### src/rtl/core/vnf_pkg.sv
// ----------------------------------------------------------------------------
// vnf_pkg
// Shared constants and types for the 3-D value noise core.
// ----------------------------------------------------------------------------
package vnf_pkg;

   localparam int DEF_MAX_OCTAVES = 8;
   localparam int OCT_W           = 5;
   localparam int COORD_W         = 32;
   localparam int CORNER_W        = 24;
   localparam int RES_W           = 16;

   localparam logic [31:0] HASH_K1 = 32'h7feb352d;
   localparam logic [31:0] HASH_K2 = 32'h846ca68b;
   localparam logic [2:0][31:0] PRIME = {32'hcb1ab31f, 32'hd8163841, 32'h8da6b343};
   localparam logic [17:0] OCT_SCALE = 18'd133038;

   localparam logic [3:0] OCT_RESET    = 4'd4;
   localparam logic       REG_OCTAVES  = 1'b0;
   localparam logic       REG_MODE     = 1'b1;
   localparam logic       MODE_FRACTAL = 1'b0;
   localparam logic       MODE_RIDGED  = 1'b1;

   typedef struct packed {
      logic signed [COORD_W-1:0] x;
      logic signed [COORD_W-1:0] y;
      logic signed [COORD_W-1:0] z;
      logic [OCT_W-1:0]          octaves;
      logic                      mode;
   } job_type;

endpackage

### src/rtl/core/vnf_front.sv
// ----------------------------------------------------------------------------
// vnf_front
// Takes requests, resolves the octave count and queues them for the engine.
// ----------------------------------------------------------------------------
module vnf_front
   import vnf_pkg::*;
#(
   parameter int MAX_OCTAVES = DEF_MAX_OCTAVES
)
(
   input  logic                      clock,
   input  logic                      reset,
   input  logic                      start,
   output logic                      busy,
   input  logic signed [COORD_W-1:0] coord_x,
   input  logic signed [COORD_W-1:0] coord_y,
   input  logic signed [COORD_W-1:0] coord_z,
   input  logic [3:0]                octave_count,
   input  logic                      noise_mode,
   output logic                      job_valid,
   output job_type                   job,
   input  logic                      job_pop
);

   job_type    slot_ff [2];
   logic       wr_ff, rd_ff;
   logic [1:0] count_ff;
   logic       push;
   job_type    job_in;
   logic [OCT_W-1:0] oct_in;

   always_comb begin
      oct_in = OCT_W'(octave_count);
      if (octave_count == 4'd0) begin
         oct_in = OCT_W'(1);
      end else if (OCT_W'(octave_count) > OCT_W'(MAX_OCTAVES)) begin
         oct_in = OCT_W'(MAX_OCTAVES);
      end
      job_in = '{x: coord_x, y: coord_y, z: coord_z, octaves: oct_in, mode: noise_mode};
   end

   assign busy      = (count_ff == 2'd2);
   assign push      = start && !busy;
   assign job_valid = (count_ff != 2'd0);
   assign job       = slot_ff[rd_ff];

   always_ff @(posedge clock) begin
      if (reset) begin
         wr_ff    <= 1'b0;
         rd_ff    <= 1'b0;
         count_ff <= '0;
      end else begin
         if (push) begin
            wr_ff <= !wr_ff;
         end
         if (job_pop) begin
            rd_ff <= !rd_ff;
         end
         count_ff <= count_ff + 2'(push) - 2'(job_pop);
      end
      if (push) begin
         slot_ff[wr_ff] <= job_in;
      end
   end

endmodule

### config.mk
export PLATFORM = sky130hd
export DESIGN_NAME = vnf_front
export DESIGN_NICKNAME = d
export VERILOG_FILES = /design/src/rtl/core/vnf_pkg.sv /design/src/rtl/core/vnf_front.sv
export SDC_FILE = /design/constraint.sdc
export NUM_CORES = 1
export LEC_CHECK = 0
export BUFFER_PORTS_ARGS = -buffer_cell sky130_fd_sc_hd__buf_4
export CORE_UTILIZATION = 45
export CTS_CLUSTER_DIAMETER = 60
export DETAILED_ROUTE_END_ITERATION = 12
export PLACE_DENSITY_LB_ADDON = 0.05
export SKIP_LAST_GASP = 1
export SLEW_MARGIN = 15
export SYNTH_ARGS = -nofsm -noshare
export SYNTH_HDL_FRONTEND = slang
export SYNTH_SLANG_ARGS = --single-unit
### constraint.sdc
create_clock -name clock -period 3.85 [get_ports clock]
set_input_delay 0.5775 -clock clock [delete_from_list [all_inputs] [get_ports clock]]
set_output_delay 0.5775 -clock clock [all_outputs]
set_load 0.02 [all_outputs]
==> load_flow_metrics.sql, run 1 <==
INSERT INTO impl_metrics (metric_group, metric, value, unit) VALUES
('grt', 'global_routing_usage_summed_across_all_routing_layers', '16.0', '%'),
('timing', 'min_period_over_period', '75.3', '%'),
('grt', 'met2_capacity_usage_during_global_routing', '26.5', '%'),
('yosys', 'synth_ff_type', 'sky130_fd_sc_hd__edfxtp_1', ''),
('power_and_ir_drop', 'netSwitchingPower', '0.00133', 'W'),
('yosys', 'synth_seq_area_share', '81.3', '%'),
('flow_run', 'max_cap_violations', '0', ''),
('run_status', 'outcome', 'finished, final reports clean', ''),
('yosys', 'synth_nets', '455', ''),
('power_and_ir_drop', 'clock_power_share', '32.4', '%'),
('min_path', 'hold_path.class', 'primary input to register', ''),
('timing', 'hold_viol', '0', ''),
('die', 'die_height', '132', 'um'),
('timing', 'worst_pin_slew', '0.862', 'ns'),
('yosys', 'ys_warn_count', '0', ''),
('layout', 'instances_no_fill', '802', ''),
('clock_tree', 'post_cts_resize_count', '0', ''),
('grt', 'grt.busiest_layer', 'met2', ''),
('power_and_ir_drop', 'power_report.internal_total', '0.00419', 'W'),
('layout', 'total_area_of_multi_input_combinational_cells', '0.00128', 'mm^2'),
('grt', 'vias_in_the_first_global_route', '4098', ''),
('clock_tree', 'clkSlewWorstSetupHoldPaths', '0.06', 'ns'),
('yosys', 'ys_ff_latch', '207', ''),
('timing', 'slew_violations', '0', ''),
('clock_tree', 'cts_max_path_buffers', '3', ''),
('power_and_ir_drop', 'static-leakage-power', '3.70', 'nW'),
('grt', 'grt_first_pass_wirelength', '21200', 'um'),
('yosys', 'postSynthAreaPerCell', '21.8', 'um^2'),
('layout', 'layout-drive-gt1-share', '58.5', '%'),
('timing', 'setup_viol', '0', ''),
('setup_path', 'r2r_slack', '1.65', 'ns'),
('clock_tree', 'clock_sink_count', '207', ''),
('power_and_ir_drop', 'p_seq_share', '50.7', '%'),
('setup_path', 'cp_capture_type', 'output port', ''),
('clock_tree', 'clk_root_buffer_cell', 'sky130_fd_sc_hd__clkbuf_16', ''),
('die', 'placement_rows', '47', ''),
('clock_tree', 'numCtsBuffers', '21', ''),
('die', 'dieWidth', '132', 'um'),
('route', 'dr.pass1.iters', '4', ''),
('grt', 'number_of_antenna_violations_at_the_first_check_in_global_routing', '1', ''),
('route', 'initial_drc_count', '165', ''),
('setup_path', 'startpoint_type', 'register', ''),
('power_and_ir_drop', 'swShare', '24.1', '%'),
('clock_tree', 'cts_hold_buf', '0', ''),
('placement', 'hpwl', '8890', 'um'),
('yosys', 'number_of_synthesized_flops_with_an_enable_pin', '202', ''),
('grt', 'pin_count_of_the_biggest_net_entering_global_routing', '62', ''),
('layout', 'final_nets', '675', ''),
('die', 'initial_core_util', '45.9', '%'),
('placement', 'gpl.final_weighted_congestion', '0.724', ''),
('yosys', 'syn_area', '0.00759', 'mm^2'),
('route', 'routed_wirelength', '13900', 'um'),
('die', 'boundaryPins', '209', ''),
('clock_tree', 'htree_num_levels', '1', ''),
('route', 'total_vias_in_the_final_route', '3849', ''),
('timing', 'fin_worst_skew', '0.00450', 'ns'),
('power_and_ir_drop', 'pwr-share-comb', '16.9', '%'),
('clock_tree', 'clk_latency', '0.48', 'ns'),
('grt', 'global_route.usage.met3', '6.07', '%'),
('layout', 'n_fill_cell', '1252', ''),
('setup_path', 'worstSetupPathType', 'register to output port', ''),
('setup_path', 'critPathRequiredTime', '3.27', 'ns'),
('placement', 'numPortBuffers', '207', ''),
('timing', 'worst_slew_margin_relative_to_its_limit', '42.5', '%'),
('yosys', 'synthesis.instances', '348', ''),
('timing', 'achievable-frequency', '345', 'MHz'),
('placement', 'dp.cells', '765', ''),
('timing', 'unrepaired_setup_endpoints_after_global_routing', 'no', ''),
('layout', 'seq_area', '0.00617', 'mm^2'),
('route', 'route.detailed.drc', '0', ''),
('route', 'routed_wire_length_per_instance', '17.4', 'um');
[critical path, cell delays in order, from the launching register on]
cell,delay (ns)
sky130_fd_sc_hd__dfxtp_4,0.90
sky130_fd_sc_hd__buf_12,0.34
sky130_fd_sc_hd__mux2_2,0.38
sky130_fd_sc_hd__buf_4,0.16
[cells in the mapped netlist, types with 2 or more instances]
library cell / n / area (um^2)
sky130_fd_sc_hd__edfxtp_1: 202 / 6070
sky130_fd_sc_hd__buf_6: 10 / 113
sky130_fd_sc_hd__dfxtp_1: 5 / 100
sky130_fd_sc_hd__mux2_2: 101 / 1140
sky130_fd_sc_hd__nor2b_1: 3 / 18.8
sky130_fd_sc_hd__nor2_1: 6 / 22.5
sky130_fd_sc_hd__ha_1: 2 / 25.0
sky130_fd_sc_hd__inv_1: 3 / 11.3
[cell families (layout without fill, tap and decap cells)]
kind of cell               count (synthesis)  in the layout  synth area share, %
buffers and inverters                     17            250                 1.90
and+or+nand+nor                           16             16                 1.12
adders and majority gates                  2              2                0.330
DFF                                      207            207                 81.3
xor gates and xnor gates                   2              2                0.231
AOI/OAI and AO/OA                          2              2                0.132
muxes                                    101            101                 15.0
other                                      1              2               0.0494
[through the flow]
step                utilization (%)  power (W)  setup slack, ns  area (um^2)
global placement               56.6    0.00377             1.41         9360
CTS                            60.2    0.00559            0.886         9950
detailed placement             56.6    0.00379             1.39         9360
floorplan                         -    0.00338            0.461         7590
global route                   60.2    0.00573            0.820         9950
finish                         60.2    0.00551            0.950         9950
[cell usage in the layout, fill, tap and decap left out]
master and n:
sky130_fd_sc_hd__clkbuf_1 10, sky130_fd_sc_hd__and3_4 1, sky130_fd_sc_hd__clkinv_1 3, sky130_fd_sc_hd__buf_4 207
sky130_fd_sc_hd__inv_2 1, sky130_fd_sc_hd__diode_2 1, sky130_fd_sc_hd__dfxtp_4 1, sky130_fd_sc_hd__clkinv_2 1
sky130_fd_sc_hd__edfxtp_1 202, sky130_fd_sc_hd__xor2_1 1, sky130_fd_sc_hd__nor2_1 6, sky130_fd_sc_hd__inv_1 2
sky130_fd_sc_hd__nand2_1 1, sky130_fd_sc_hd__or2_2 1, sky130_fd_sc_hd__nand2b_2 1, sky130_fd_sc_hd__buf_12 3
sky130_fd_sc_hd__a21oi_1 1, sky130_fd_sc_hd__clkbuf_8 1, sky130_fd_sc_hd__ha_1 2, sky130_fd_sc_hd__nor2b_1 3
sky130_fd_sc_hd__conb_1 1, sky130_fd_sc_hd__o21ai_0 1, sky130_fd_sc_hd__inv_4 1, sky130_fd_sc_hd__mux2_2 101
sky130_fd_sc_hd__nor3_1 1, sky130_fd_sc_hd__clkbuf_16 21, sky130_fd_sc_hd__xnor2_1 1, sky130_fd_sc_hd__dfxtp_1 4
sky130_fd_sc_hd__and2_1 1, sky130_fd_sc_hd__or3_1 1
[per-layer routing]
metal / vias up / routed length [um]
li1: 1810 / -
met3: 23 / 1270
met1: 1871 / 5510
met2: 145 / 6830
met4: 0 / 326
met5: - / 0
[worst paths after layout]
path,start,endpoint,cells after the start
setup / recovery,register,job[6],3
hold / removal,coord_y[18],slot_ff[0][55],1
setup reg to reg,count_ff[0],slot_ff[0][72],5
hold reg to reg,wr_ff,wr_ff,2
[flip-flops by register name, summed over array words and instances, names as in the netlist, named ones only]
signal,flops
slot_ff,202
count_ff,2
rd_ff,1
wr_ff,1
[power groups by stage]
stage               clock [W]  combinational [W]  sequential [W]
floorplan                   0           0.000558         0.00282
global placement            0           0.000938         0.00283
detailed placement          0           0.000946         0.00285
CTS                   0.00184           0.000950         0.00280
global route          0.00192           0.000990         0.00282
finish                0.00178           0.000934         0.00280
[cell type report]
cell class / instances / share of cell area (%)
Clock buffer: 32 / 5.79
Timing Repair Buffer: 210 / 16.2
Antenna cell: 1 / 0.0251
Multi-Input combinational cell: 124 / 12.9
Clock inverter: 4 / 0.163
Sequential cell: 207 / 62.0
Inverter: 4 / 0.176
Tap cell: 220 / 2.77
Note: power is estimated with default switching activity, not from simulation.
==> inputs of run 2 (changes only) <==
ABC_AREA = 1   (was unset)
clock period = 2.76 ns   (was 3.85 ns; I/O delays follow)
==> load_flow_metrics.sql, run 2 <==
INSERT INTO impl_metrics (metric_group, metric, value, unit) VALUES
('setup_path', 'cp_max_fo', '41', ''),
('grt', 'overflow', '0', ''),
('setup_path', 'startpoint_type', 'register', ''),
('layout', 'fin_area', '0.0104', 'mm^2'),
('yosys', 'yosys.cell_count.top_type', 'sky130_fd_sc_hd__edfxtp_1', ''),
('power_and_ir_drop', 'power-per-cell-area', '753', 'mW/mm^2'),
('timing', 'fin_worst_skew', '0.00833', 'ns'),
('clock_tree', 'clk_root_buffer_cell', 'sky130_fd_sc_hd__clkbuf_16', ''),
('yosys', 'synth_top_area_share', '75.7', '%'),
('clock_tree', 'cts_tree', 'yes', ''),
('grt', 'number_of_antenna_violations_at_the_first_check_in_global_routing', '0', ''),
('timing', 'achievable-frequency', '416', 'MHz'),
('layout', 'flip_flop_count_of_the_largest_register_all_copies_and_words_added', '202', ''),
('power_and_ir_drop', 'vdd.ir_drop.worst', '554', 'uV'),
('setup_path', 'critPathRequiredTime', '2.35', 'ns'),
('grt', 'grt_first_pass_wirelength', '21200', 'um'),
('placement', 'gpl.final_weighted_congestion', '0.760', ''),
('route', 'ant_nets', '0', ''),
('clock_tree', 'clk_latency', '0.49', 'ns'),
('yosys', 'number_of_synthesized_flops_with_an_enable_pin', '202', ''),
('clock_tree', 'cts_hold_buf', '0', ''),
('placement', 'hpwl', '9590', 'um'),
('timing', 'slew_violations', '0', ''),
('yosys', 'synthesis.instances', '357', ''),
('timing', 'setup_viol', '0', ''),
('route', 'routed_wire_length_per_instance', '17.5', 'um'),
('die', 'dieWidth', '135', 'um'),
('layout', 'layout-drive-gt1-share', '58.2', '%'),
('yosys', 'synthDistinctLibCells', '17', ''),
('layout', 'antenna-diode-count', '0', ''),
('timing', 'worst_slew_margin_relative_to_its_limit', '51.3', '%'),
('yosys', 'post_synth_most_frequent_cells', 'sky130_fd_sc_hd__edfxtp_1, sky130_fd_sc_hd__mux2_4, sky130_fd_sc_hd__inv_1, sky130_fd_sc_hd__mux2_2', ''),
('layout', 'final_nets', '691', ''),
('route', 'routed_wirelength', '14400', 'um'),
('timing', 'fin_crit', '2.40', 'ns'),
('yosys', 'synth_async_sr_flop_share', '0', '%'),
('layout', 'layout_commonest_cell', 'sky130_fd_sc_hd__buf_4', ''),
('route', 'via_per_inst', '4.72', ''),
('grt', 'vias_in_the_first_global_route', '4038', ''),
('layout', 'layout.cells.most_common_list', 'sky130_fd_sc_hd__buf_4, sky130_fd_sc_hd__edfxtp_1, sky130_fd_sc_hd__mux2_4', ''),
('run_status', 'outcome', 'finished, final reports clean', ''),
('grt', 'global_routing_usage_summed_across_all_routing_layers', '15.4', '%'),
('die', 'die_area', '0.0183', 'mm^2'),
('clock_tree', 'cts_max_path_buffers', '3', ''),
('timing', 'worst_pin_slew', '0.731', 'ns'),
('power_and_ir_drop', 'static-leakage-power', '4.13', 'nW'),
('die', 'placement_rows', '48', ''),
('route', 'dr.pass1.iters', '4', ''),
('layout', 'growth_of_design_area_from_synthesis_to_finish', '30.2', '%'),
('route', 'route.detailed.drc', '0', ''),
('clock_tree', 'numCtsBuffers', '22', ''),
('yosys', 'synth_ff_type', 'sky130_fd_sc_hd__edfxtp_1', ''),
('yosys', 'synth_top_cells_by_area', 'sky130_fd_sc_hd__edfxtp_1, sky130_fd_sc_hd__mux2_4, sky130_fd_sc_hd__buf_12', ''),
('yosys', 'synth_largest_area_cell', 'sky130_fd_sc_hd__edfxtp_1', ''),
('yosys', 'ys_ff_latch', '207', ''),
('min_path', 'hold_path.class', 'primary input to register', ''),
('timing', 'min_period_over_period', '87.1', '%'),
('layout', 'largest-register', 'slot_ff', ''),
('yosys', 'synth_nets', '464', ''),
('yosys', 'syn_area', '0.00801', 'mm^2'),
('yosys', 'postSynthAreaPerCell', '22.4', 'um^2'),
('timing', 'finalSetupTns', '0', 'ns'),
('die', 'initial_core_util', '46.2', '%'),
('die', 'boundaryPins', '209', ''),
('setup_path', 'worstPathArrival', '1.99', 'ns'),
('yosys', 'ys_warn_count', '0', ''),
('route', 'total_vias_in_the_final_route', '3885', ''),
('grt', 'pin_count_of_the_biggest_net_entering_global_routing', '52', ''),
('clock_tree', 'clkSlewWorstSetupHoldPaths', '0.06', 'ns'),
('flow_run', 'max_cap_violations', '0', ''),
('yosys', 'synth_seq_area_share', '77.0', '%'),
('placement', 'numPortBuffers', '207', ''),
('clock_tree', 'htree_num_levels', '1', ''),
('layout', 'top_flop_regs', 'slot_ff (202), count_ff (2)', ''),
('timing', 'hold_viol', '0', ''),
('placement', 'placement.cell_area', '0.00979', 'mm^2'),
('timing', 'unrepaired_setup_endpoints_after_global_routing', 'no', ''),
('die', 'placeableCoreArea', '0.0174', 'mm^2'),
('clock_tree', 'post-cts-setup-buffer-count', '0', ''),
('setup_path', 'worstSetupPathType', 'register to output port', ''),
('clock_tree', 'post_cts_resize_count', '0', ''),
('die', 'die_height', '135', 'um'),
('route', 'initial_drc_count', '158', ''),
('setup_path', 'cp_capture_type', 'output port', ''),
('clock_tree', 'clock_sink_count', '207', '');
## run 2: worst paths after layout
check | end | startpoint | slack [ns] | depth (start not counted)
hold / removal | slot_ff[1][6] | coord_z[1] | 0.10 | 1
hold reg to reg | rd_ff | rd_ff | 0.53 | 2
setup / recovery | job[85] | register | 0.36 | 3
setup reg to reg | slot_ff[1][27] | count_ff[0] | 1.00 | 5
## run 2: layout make-up
type                       instances  area, um^2
tap                              225         282
inverter                          11        45.0
clock buffer                      27         591
multi-input combinational        126        1610
sequential                       207        6170
timing repair buffer             216        1680
clock inverter                    11        57.6
fill                            1292        6920
## run 2: metrics by stage
step	setup slack, ns	instances	hold slack [ns]	util, %	power (W)
global route	0.268	823	0.0789	60.1	0.00817
detailed placement	0.850	785	0.503	56.4	0.00533
global placement	0.869	785	0.501	56.4	0.00530
finish	0.356	823	0.104	60.1	0.00786
floorplan	0.284	357	0.480	-	0.00478
CTS	0.310	823	0.0802	60.1	0.00798
## run 2: per-layer routing
layer | vias up | routed length (um) | track usage [%]
li1 | 1837 | - | -
met1 | 1886 | 5680 | 18.6
met2 | 136 | 7430 | 26.4
met3 | 26 | 977 | 3.85
met4 | 0 | 333 | 5.81
met5 | - | 0 | 0
## run 2: cell families (layout without fill, tap and decap cells)
logic type               Yosys count  after routing  share of synthesized area, %
AO/OA/AOI/OAI                      3              3                         0.187
XOR/XNOR                           1              1                         0.109
adder cells (fa/ha/maj)            2              2                         0.312
buffers and inverters             24            265                          3.11
flip-flops                       207            207                          77.0
multiplexers                     101            101                          18.4
other                              1              1                        0.0468
AND/OR/NAND/NOR                   18             18                         0.874
## run 2: critical path: stages (launching register included)
cell	delay [ns]
sky130_fd_sc_hd__dfxtp_4	0.60
sky130_fd_sc_hd__buf_12	0.33
sky130_fd_sc_hd__mux2_4	0.34
sky130_fd_sc_hd__buf_4	0.16
## run 2: where the power goes
part / internal [W] / leakage, nW / switching, W / total, W
clock network: 0.00151 / 0.314 / 0.00111 / 0.00262
registers: 0.00377 / 1.93 / 0.0000805 / 0.00385
logic: 0.000684 / 1.89 / 0.000699 / 0.00138
